### src/sv/deadline_ordered_wait_queue_defines.svh
// ---------------------------------------------------------------------------
// Deadline-ordered wait queue assertion macros
// Shared assertion forms, clocked on clk_i and disabled during reset.
// ---------------------------------------------------------------------------
`ifndef DEADLINE_ORDERED_WAIT_QUEUE_DEFINES_SVH
`define DEADLINE_ORDERED_WAIT_QUEUE_DEFINES_SVH

// The property must hold at every clock edge outside reset.
`define DOWQ_ASSERT(lbl, prop, msg) \
  lbl: assert property (@(posedge clk_i) disable iff (!rst_ni) prop) else $error(msg);

// The expression must never be true at a clock edge outside reset.
`define DOWQ_ASSERT_NEVER(lbl, expr, msg) \
  lbl: assert property (@(posedge clk_i) disable iff (!rst_ni) !(expr)) else $error(msg);

`endif

### src/sv/dowq_pkg.sv
// ---------------------------------------------------------------------------
// Deadline-ordered wait queue package
// Sizes, codes, slot entry type and the control structs of the queue.
// ---------------------------------------------------------------------------
package dowq_pkg;

  localparam int unsigned QueueDepth  = 8;
  localparam int unsigned PrioBits    = 32;
  localparam int unsigned IdBits      = 8;
  localparam int unsigned IdxBits     = $clog2(QueueDepth);
  localparam int unsigned CntBits     = $clog2(QueueDepth + 1);
  localparam int unsigned CmdBits     = 2;
  localparam int unsigned StatusBits  = 2;
  localparam int unsigned CapBits     = 4;
  localparam int unsigned CapReset    = 8;
  localparam int unsigned ApbAddrBits = 3;
  localparam int unsigned ApbDataBits = 32;

  typedef enum logic [CmdBits-1:0] {
    CMD_PUSH   = 2'd0,
    CMD_REMOVE = 2'd1,
    CMD_APPEND = 2'd2,
    CMD_NOP    = 2'd3
  } cmd_e;

  typedef enum logic [StatusBits-1:0] {
    STAT_DONE      = 2'd0,
    STAT_FULL      = 2'd1,
    STAT_NOT_FOUND = 2'd2
  } status_e;

  typedef enum logic [2:0] {
    S_IDLE,
    S_INSERT,
    S_SCAN,
    S_SHIFT,
    S_FINISH
  } state_e;

  typedef enum logic [0:0] {
    REG_MODE     = 1'b0,
    REG_CAPACITY = 1'b1
  } reg_idx_e;

  typedef struct packed {
    logic [IdBits-1:0]   id;
    logic [PrioBits-1:0] prio;
  } entry_t;

  typedef struct packed {
    logic               en;
    logic [IdxBits-1:0] addr;
    entry_t             data;
  } slot_wr_t;

  typedef struct packed {
    logic served_before;
    logic id_match;
  } cmp_t;

endpackage

### src/sv/dowq_store.sv
// ---------------------------------------------------------------------------
// Deadline-ordered wait queue slot store
// Slot registers with one write port, one selectable read port, the front
// slot tap and the single shared comparator used by the sequencer.
// ---------------------------------------------------------------------------
module dowq_store import dowq_pkg::*; (
  input  logic               clk_i,
  input  slot_wr_t           wr_i,
  input  logic [IdxBits-1:0] rd_addr_i,
  input  entry_t             key_i,
  output entry_t             rd_data_o,
  output entry_t             head_o,
  output cmp_t               cmp_o
);

  entry_t slots_q [QueueDepth];

  always_ff @(posedge clk_i) begin
    if (wr_i.en) begin
      slots_q[wr_i.addr] <= wr_i.data;
    end
  end

  assign rd_data_o = slots_q[rd_addr_i];
  assign head_o    = slots_q[0];

  // A held entry is served first on a smaller priority, or on a tie when its id
  // is not smaller than that of the new entry.
  always_comb begin
    if (rd_data_o.prio != key_i.prio) begin
      cmp_o.served_before = rd_data_o.prio < key_i.prio;
    end else begin
      cmp_o.served_before = rd_data_o.id >= key_i.id;
    end
    cmp_o.id_match = rd_data_o.id == key_i.id;
  end

endmodule

### config.mk
export PLATFORM = sky130hd
export DESIGN_NAME = dowq_store
export DESIGN_NICKNAME = d
export VERILOG_FILES = /design/src/sv/deadline_ordered_wait_queue_defines.svh /design/src/sv/dowq_pkg.sv /design/src/sv/dowq_store.sv
export SDC_FILE = /design/constraint.sdc
export NUM_CORES = 1
export LEC_CHECK = 0
export BUFFER_PORTS_ARGS = -buffer_cell sky130_fd_sc_hd__buf_2
export CORE_UTILIZATION = 60
export CTS_BUF_LIST = sky130_fd_sc_hd__clkbuf_2 sky130_fd_sc_hd__clkbuf_4 sky130_fd_sc_hd__clkbuf_8
export CTS_CLUSTER_DIAMETER = 30
export CTS_CLUSTER_SIZE = 14
export DETAILED_ROUTE_END_ITERATION = 10
export MAX_ROUTING_LAYER = met4
export PLACE_DENSITY_LB_ADDON = 0.08
export RECOVER_POWER = 100
export SLEW_MARGIN = 5
export SYNTH_ARGS = -nofsm -noshare
export SYNTH_HDL_FRONTEND = slang
export SYNTH_SLANG_ARGS = --single-unit
### constraint.sdc
create_clock -name clk_i -period 4.4 [get_ports clk_i]
set_clock_uncertainty 0.2 [all_clocks]
set_input_delay 0.22 -clock clk_i [delete_from_list [all_inputs] [get_ports clk_i]]
set_output_delay 0.22 -clock clk_i [all_outputs]
set_load 0.05 [all_outputs]
After elaboration in Yosys (flattened, before gate mapping)
Memory sizes are Yosys's and may differ from the RTL's.
Cells that the tools add are included.
{ "op_classes": {"n_eq_ne": 2, "order_cmp": 2, "muxes": 3} }
{ "op_table": {"columns": ["cell", "count"], "rows": [
  ["$lt A32 B32 Y1", 1],
  ["$ne A32 B32 Y1", 1],
  ["$eq A8 B8 Y1", 1],
  ["$ge A8 B8 Y1", 1],
  ["$mux W1", 3]
]} }
{ "totals": {"reg_bits": 0, "input_bits": 88, "out_inout_bits": 82, "ram_bits": 320, "memories": 1, "elab_cells": 8} }
{ "mem_list": {"columns": ["name", "depth", "width", "read_ports", "rd_ports_with_merged_regs", "write_ports", "line_no", "rtl"], "rows": [
  ["slots_q", 8, 40, 2, 0, 1, "dowq_store.sv:16", "entry_t slots_q [QueueDepth];"]
]} }

Depth between registers and ports, before layout
Gate-level depths: netlist of the first run.
An unclocked memory read counts as a cell.
{ "depth": {"word_depth": 3, "depth_mapped": 10, "depth_no_buf": 8} }

Least setup slack after synthesis of the first run
Ideal clock, no wire load.
{ "synth_path": {"path_kind": "register to output", "startpoint": "memory slots_q[0][29] (netlist bit)", "endpoint": "output cmp_o[1] (netlist bit)", "slack_ns": 0.520, "arrival_ns": 3.460, "path_stages_with_launch": 9, "required_ns": 3.980, "path_buffers": 0, "path_cell_list": "edfxtp_1 > mux4_1 > mux2_2 > ha_1 > and4_1 > nand4_1 > or3_1 > nand3b_1 > o22ai_1"} }
{ "synth_lines": {"columns": ["item", "line_no", "rtl"], "rows": [
  ["start: declaration", "dowq_store.sv:16", null],
  ["end: declaration", "dowq_store.sv:13", "output cmp_t cmp_o"]
]} }

==> impl_summary.log, run 1 <==
[metrics] sequential share of the synthesized area: 73.0%
[metrics] setup total negative slack: 0 ns
[metrics] area taken by multi-input logic gates: 3230 um2
[metrics] Pre-antenna DRT Iters: 5
[metrics] Unique masters post-synth: 33
[metrics] Cell Area, Synth: 13200 um2
[metrics] clock tree root buffer cell: clkbuf_8
[metrics] number of register bits inferred by synthesis: 320
[metrics] GRT Total Usage: 27.9%
[metrics] synthesized-area fraction occupied by and/or/nand/nor cells: 1.62%
[metrics] per-cell via count in the routed design: 5.93
[metrics] xor and xnor fraction of the mapped netlist area: 0%
[metrics] Slew Viols, Final: 190
[metrics] ranking of synthesized cells by instance count: edfxtp_1, mux4_2, inv_1, ha_1, mux2_2
[metrics] relative slew slack: -101%
[metrics] library cell with the largest summed area after synthesis: edfxtp_1
[metrics] number of remaining DRC errors: 0
[metrics] Die Y-Extent: 150 um
[metrics] Avg Synthesized Cell Area: 21.4 um2
[metrics] net switching power: 1.77 mW
[metrics] Seq pwr share: 48.9%
[metrics] count of input and output buffers: 169
[metrics] count of flip-flops with a built-in enable after synthesis: 320
[metrics] share of synthesized registers carrying an async set or reset: 0%
[metrics] final worst path period need: 4.05 ns
[metrics] adder-cell area share of the yosys netlist: 3.80%
[metrics] largest registers ranked by flip-flop count: slots_q (320)
[metrics] antenna-violating nets left: 0
[metrics] share of final-layout standard cells stronger than drive strength 1: 26.3%
[metrics] die area: 22500 um2
[metrics] number of global-route vias before repair: 7438
[metrics] layout-stage area growth over the synthesis result: 20.3%
[metrics] Setup CP Type: flop to output pin
[metrics] final net count: 1008
[metrics] maximum VDD drop: 0.319 mV
[metrics] initial antenna violation count: 0
[metrics] multiplexer share of the synthesized area: 17.7%
[metrics] dominant synthesized flop cell: edfxtp_1
[metrics] Leakage: 5.53 nW
[metrics] via count of the routed design: 7077
[metrics] buffers inserted by post-CTS timing repair: 0
[metrics] slew at the pin closest to its max-slew limit: 3.00 ns
[metrics] crit end category: output pin
[metrics] 1st-iter DRT viols: 481
[metrics] Reg clk slew, reported paths: 0.08 ns
[metrics] largest family of logic cells by synthesized area: multiplexers
[metrics] TritonCTS clock tree: yes
[metrics] die outline width: 150 um
[metrics] aggregate routed wire length: 29600 um
[metrics] placed wire-length estimate after detailed placement: 18600 um
[metrics] CTS buffer count: 53
[metrics] initial cell density of the core: 61.8%
[metrics] total power consumption of the routed design: 7.13 mW
[metrics] register with the highest flop count: slots_q
[metrics] Fin. Hold Viols: 0
[metrics] clock network power share: 40.5%
[metrics] count of fill cells added during filler insertion: 1314
[metrics] instance count after placement with tap cells included: 1058
[metrics] # H-tree levels: 2
[metrics] ratio of total power to cell area: 450 nW/um2
[metrics] I/O pin count: 170
[metrics] share of the synthesized area in the top cell type: 73.0%
[metrics] setup repair after global routing missed its margin: false
[metrics] antenna diode instance count: 0
[metrics] synthesized net count: 742
[metrics] critical path required time: 3.98 ns
[metrics] part of the cycle the worst path needs: 92.0%
[metrics] grt ovf: 0
[metrics] critical path arrival: 3.63 ns
[metrics] P_int: 5.36 mW
[metrics] maximum frequency from static timing analysis: 0.247 GHz
[metrics] CTS resizes: 0
[metrics] most used standard cell by instance count after synthesis: edfxtp_1
[metrics] Clock Sinks: 320
[metrics] Final Setup Violations: 0
[metrics] share of total power consumed by net switching: 24.8%
[metrics] number of cells produced by synthesis: 614
[metrics] Hold Worst Slack: 0.335 ns
[metrics] Post-Route Utilization: 74.3%
[metrics] placer congestion estimate: 0.840
[metrics] number of violations of the max-capacitance limit: 8
[metrics] most area-consuming cells after synthesis: edfxtp_1, mux4_2, mux4_1, ha_1, mux2_2
[metrics] CTS max path bufs: 3
[metrics] violated checks: max-capacitance violations, max-slew violations
[metrics] total of warnings raised by yosys: 0
[metrics] worst min path class: input pin to flop
[metrics] WL per Instance: 24.8 um
[metrics] area taken by flip-flops and latches: 9610 um2
[metrics] global-route wire length before repair: 42900 um
[metrics] Non-Filler Instances: 1194
[metrics] largest net degree at the start of global routing: 35
[metrics] number of flip-flops in the largest register: 320
[metrics] standard cell core area: 21300 um2
[metrics] crit start category: flop
[metrics] outcome: finished with violations
[metrics] combinational share of power: 10.5%
[metrics] CP Launch Point: slots_q[0][29]
[metrics] critical path peak fanout: 2
[metrics] post-synthesis compound-gate area fraction: 1.46%
[metrics] worst setup path endpoint: cmp_o[1]
[metrics] number of core rows: 53
==> power by group through the flow <==
| stage | sequential [mW] | clock, mW | combinational (mW) |
|---|---|---|---|
| 3_3_place_gp | 3.54 | 0 | 0.732 |
| 6_report | 3.49 | 2.89 | 0.752 |
| 3_5_place_dp | 3.55 | 0 | 0.746 |
| 2_1_floorplan | 3.58 | 0 | 0.459 |
| 5_1_grt | 3.49 | 3.05 | 0.798 |
| 4_1_cts | 3.48 | 2.91 | 0.779 |
==> placed cells by master, fill, tap and decap left out, drive strengths merged <==
cell | netlist | final
edfxtp | 320 | 320
clkbuf | 12 | 194
mux4 | 80 | 80
buf | 10 | 54
inv | 41 | 51
dlygate4sd3 | 0 | 42
ha | 40 | 40
mux2 | 38 | 38
clkinv | 0 | 12
nor2 | 10 | 10
a21oi | 10 | 10
nand2 | 8 | 8
clkinvlp | 0 | 8
nand4 | 7 | 7
bufinv | 0 | 7
nand2b | 6 | 6
a21o | 6 | 6
o21ai | 5 | 5
a221oi | 3 | 3
mux2i | 2 | 2
nor3 | 2 | 2
nand3 | 2 | 2
and4 | 2 | 2
nor4 | 1 | 1
o31ai | 1 | 1
and2 | 1 | 1
or3 | 1 | 1
a31oi | 1 | 1
a221o | 1 | 1
a211oi | 1 | 1
o31a | 1 | 1
nand3b | 1 | 1
o22ai | 1 | 1
==> area by class of cell <==
| type | count | area share, % |
|---|---|---|
| clock inverter | 37 | 2.66 |
| multi-input combinational | 231 | 20.4 |
| sequential | 320 | 60.7 |
| clock buffer | 57 | 4.84 |
| inverter | 41 | 0.972 |
| tap | 275 | 2.17 |
| timing repair buffer | 233 | 8.19 |
==> how the worst min path moves through the flow <==
stage / from / endpoint / slack [ns] / cells after the start
final: wr_i[36] / slots_q[5][36] / 0.34 / 2
after global routing: wr_i[36] / slots_q[5][36] / 0.35 / 2
after CTS: wr_i[42] / slots_q[0][28] / 0.008 / 3
after detailed placement: wr_i[36] / slots_q[0][36] / 0.29 / 1
after global placement: wr_i[36] / slots_q[0][36] / 0.28 / 1
after floorplan: wr_i[0] / slots_q[0][0] / 0.12 / 0
==> per-stage QoR <==
step	area, um2	setup slack [ns]
2_1_floorplan	13200	0.520
3_3_place_gp	14500	0.724
3_5_place_dp	14500	0.695
4_1_cts	16100	0.338
5_1_grt	15800	0.221
6_report	15800	0.351
==> critical path: stages, from the launching register on <==
cell and delay, ns:
edfxtp_1 0.41, mux4_1 0.52, mux2_2 0.35, ha_1 0.32
and4_1 0.21, nand4_1 0.11, or3_1 0.40, nand3b_1 0.17
o22ai_1 0.22, clkbuf_2 0.33
==> repair_timing <==
action / 4_1_cts / 5_1_grt
endpoints found under the setup margin: 0 / 0
hold buffers: 42 / 0
hold endpoints to repair: 325 / 0
==> per-layer routing <==
metal	vias up	wire length [um]	GRT usage [%]
li1	3106	-	-
met3	51	2120	4.88
met1	3573	11900	36.5
met2	347	14900	44.8
met5	-	0	-
met4	0	701	9.80
==> kinds of logic (layout without fill, tap and decap cells) <==
group	after synthesis	after routing
flip-flops	320	320
multiplexers	120	120
AND/OR/NAND/NOR	41	41
adder cells (fa/ha/maj)	40	40
buffers and inverters	63	368
AO/OA/AOI/OAI	30	30
No activity file was read; power rests on OpenSTA's default activity.
==> run 2, diff against run 1 <==
==> constraint.sdc (replaced) <==
create_clock -name clk_i -period 4.4 [get_ports clk_i]
set_clock_uncertainty 0.2 [all_clocks]
set_input_delay 1.32 -clock clk_i [delete_from_list [all_inputs] [get_ports clk_i]]
set_output_delay 1.32 -clock clk_i [all_outputs]
set_load 0.05 [all_outputs]
==> run 2 against run 1 <==
The flow finishes with violations (max-capacitance violations, max-slew violations, negative setup slack). Largest cell class unchanged. Core utilization grew 4.5 points. Maximum frequency down 27%. Sequential share of layout area fell by 3.5 points. Worst setup slack worse by 1.5 ns. Combinational power up 28%. Critical path depth up 4. Final area is 6.0% higher. Power up 1.3%. Routed wire length up 1.7%. Flip-flop and latch count is the same. Non-clock buffer count rose by 34. First-iteration DRC count decreased by 17%.
==> impl_summary.log, run 2 (synthesis gave the netlist of run 1 again) <==
[metrics] outcome: finished with violations
[metrics] Non-Filler Instances: 1227
[metrics] critical path peak fanout: 8
[metrics] Hold Worst Slack: 0.899 ns
[metrics] number of remaining DRC errors: 0
[metrics] Worst Hold Depth: 1
[metrics] initial cell density of the core: 61.8%
[metrics] # H-tree levels: 2
[metrics] 1st-iter DRT viols: 400
[metrics] Reg clk slew, reported paths: 0.07 ns
[metrics] die outline width: 150 um
[metrics] share of final-layout standard cells stronger than drive strength 1: 43.6%
[metrics] count of fill cells added during filler insertion: 1164
[metrics] clock network power share: 38.3%
[metrics] clock tree root buffer cell: clkbuf_8
[metrics] final worst path period need: 5.52 ns
[metrics] aggregate routed wire length: 30100 um
[metrics] slew at the pin closest to its max-slew limit: 1.83 ns
[metrics] violated checks: max-capacitance violations, max-slew violations, negative setup slack
[metrics] worst setup path endpoint: cmp_o[1]
[metrics] I/O pin count: 170
[metrics] Fin. Hold Viols: 0
[metrics] ratio of total power to cell area: 430 nW/um2
[metrics] standard cell core area: 21300 um2
[metrics] critical path cell sequence: buf_12 -> buf_12 -> buf_4 -> mux4_2 -> mux2_4 -> ha_1 -> nand4_1 -> nor4_2 -> buf_4 -> buf_6 -> nand3b_1 -> o22ai_4 -> buf_6
[metrics] number of core rows: 53
[metrics] number of flip-flops in the largest register: 320
[metrics] Seq pwr share: 48.4%
[metrics] Setup CP Type: input pin to output pin
[metrics] number of global-route vias before repair: 7651
[metrics] net switching power: 1.76 mW
[metrics] Post-Route Utilization: 78.8%
[metrics] Slew Viols, Final: 39
[metrics] global-route wire length before repair: 44100 um
[metrics] relative slew slack: -22.0%
[metrics] critical path required time: 2.88 ns
[metrics] crit end category: output pin
[metrics] placed wire-length estimate after detailed placement: 18700 um
[metrics] Top Family by Delay on Critical Path: buffers and inverters
[metrics] Die Y-Extent: 150 um
[metrics] grt ovf: 0
[metrics] final net count: 1040
[metrics] layout-stage area growth over the synthesis result: 27.5%
[metrics] WL per Instance: 24.5 um
[metrics] final worst slack: -1.12 ns
[metrics] Crit-path slowest cell: mux4_2
[metrics] CP Launch Point: rd_addr_i[0]
[metrics] combinational share of power: 13.3%
[metrics] instance count after placement with tap cells included: 1113
[metrics] most used cells in the layout excluding fill and tap cells: edfxtp_1, clkbuf_1, mux4_2
[metrics] register with the highest flop count: slots_q
[metrics] placer congestion estimate: 0.795
[metrics] critical path arrival: 4.00 ns
[metrics] total power consumption of the routed design: 7.22 mW
[metrics] per-cell via count in the routed design: 5.91
[metrics] most common cell after layout, fill and taps aside: edfxtp_1
[metrics] CTS max path bufs: 3
[metrics] number of violations of the max-capacitance limit: 2
[metrics] sum of buffers and inverters on the critical path: 6
[metrics] P_int: 5.46 mW
[metrics] die area: 22500 um2
[metrics] via count of the routed design: 7253
[metrics] Leakage: 6.06 nW
[metrics] setup repair after global routing missed its margin: true
[metrics] initial antenna violation count: 1
[metrics] maximum frequency from static timing analysis: 0.181 GHz
[metrics] largest net degree at the start of global routing: 41
[metrics] logic depth of the worst setup path including buffers: 13
[metrics] count of input and output buffers: 169
[metrics] TritonCTS clock tree: yes
[metrics] maximum VDD drop: 0.384 mV
[metrics] GRT Total Usage: 28.4%
[metrics] part of the cycle the worst path needs: 126%
[metrics] share of total power consumed by net switching: 24.4%
[metrics] worst min path class: input pin to flop
[metrics] Final Setup Violations: 11
[metrics] CTS buffer count: 51
[metrics] Pre-antenna DRT Iters: 5
[metrics] largest registers ranked by flip-flop count: slots_q (320)
[metrics] crit start category: input pin
[metrics] delay contributed by the slowest stage of the critical path: 0.50 ns
[metrics] antenna-violating nets left: 0
[metrics] Clock Sinks: 320
[metrics] standard cell area after detailed placement: 15100 um2
[metrics] cell area after layout: 16800 um2
==> run 2: changes by cell type in the layout (fill, tap and decap cells not counted), sizes merged <==
cell and delta:
buf +116, dlygate4sd3 -42, clkbuf -41, clkinv +5, inv -5, clkinvlp -2
bufbuf +1, diode +1
==> run 2: power groups by stage <==
stage	registers, mW	clock network, mW	logic (mW)
final	3.49	2.77	0.961
after CTS	3.49	2.80	0.925
after detailed placement	3.55	0	0.846
after floorplan	3.58	0	0.491
after global placement	3.54	0	0.827
after global routing	3.50	2.93	1.02
==> run 2: metal layers <==
| layer | GRT usage, % | up-vias | part of all wire [%] | wire, um |
|---|---|---|---|---|
| met5 | - | - | 0 | 0 |
| met4 | 8.33 | 0 | 2.2 | 666 |
| met3 | 5.48 | 57 | 7.1 | 2150 |
| met2 | 47.2 | 314 | 52 | 15600 |
| met1 | 36.0 | 3734 | 39 | 11700 |
| li1 | - | 3148 | - | - |
==> run 2: repair_timing <==
item / CTS / global route
setup endpoints to repair: 26 / 21
hold buffers: 0 / 0
cloned: 2 / 0
pin swaps: 11 / 19
resized for setup: 79 / 50
setup buffers: 13 / 11
==> run 2: layout make-up <==
type / instances / area [um2] / area share, %
Antenna cell: 1 / 2.50 / 0.0149
Clock buffer: 57 / 747 / 4.45
Clock inverter: 35 / 380 / 2.27
Inverter: 41 / 154 / 0.917
Multi-Input combinational cell: 231 / 3650 / 21.8
Sequential cell: 320 / 9610 / 57.3
Tap cell: 275 / 344 / 2.05
Timing Repair Buffer: 267 / 1890 / 11.3
==> run 2: worst min path at each step <==
stage	start	end	slack [ns]
after floorplan	wr_i[0]	slots_q[0][0]	1.22
after global placement	wr_i[32]	slots_q[1][32]	1.37
after CTS	wr_i[17]	slots_q[2][17]	0.78
final	wr_i[28]	slots_q[3][28]	0.90
after detailed placement	wr_i[5]	slots_q[5][5]	1.39
after global routing	wr_i[5]	slots_q[0][5]	0.89
==> run 2: through the flow <==
step	setup TNS (ns)	setup slack (ns)
CTS	-2.28	-1.12
finish	-2.47	-1.12
detailed placement	-4.52	-1.38
global placement	-4.35	-1.34
global route	-2.98	-1.22
floorplan	-1.39	-1.01
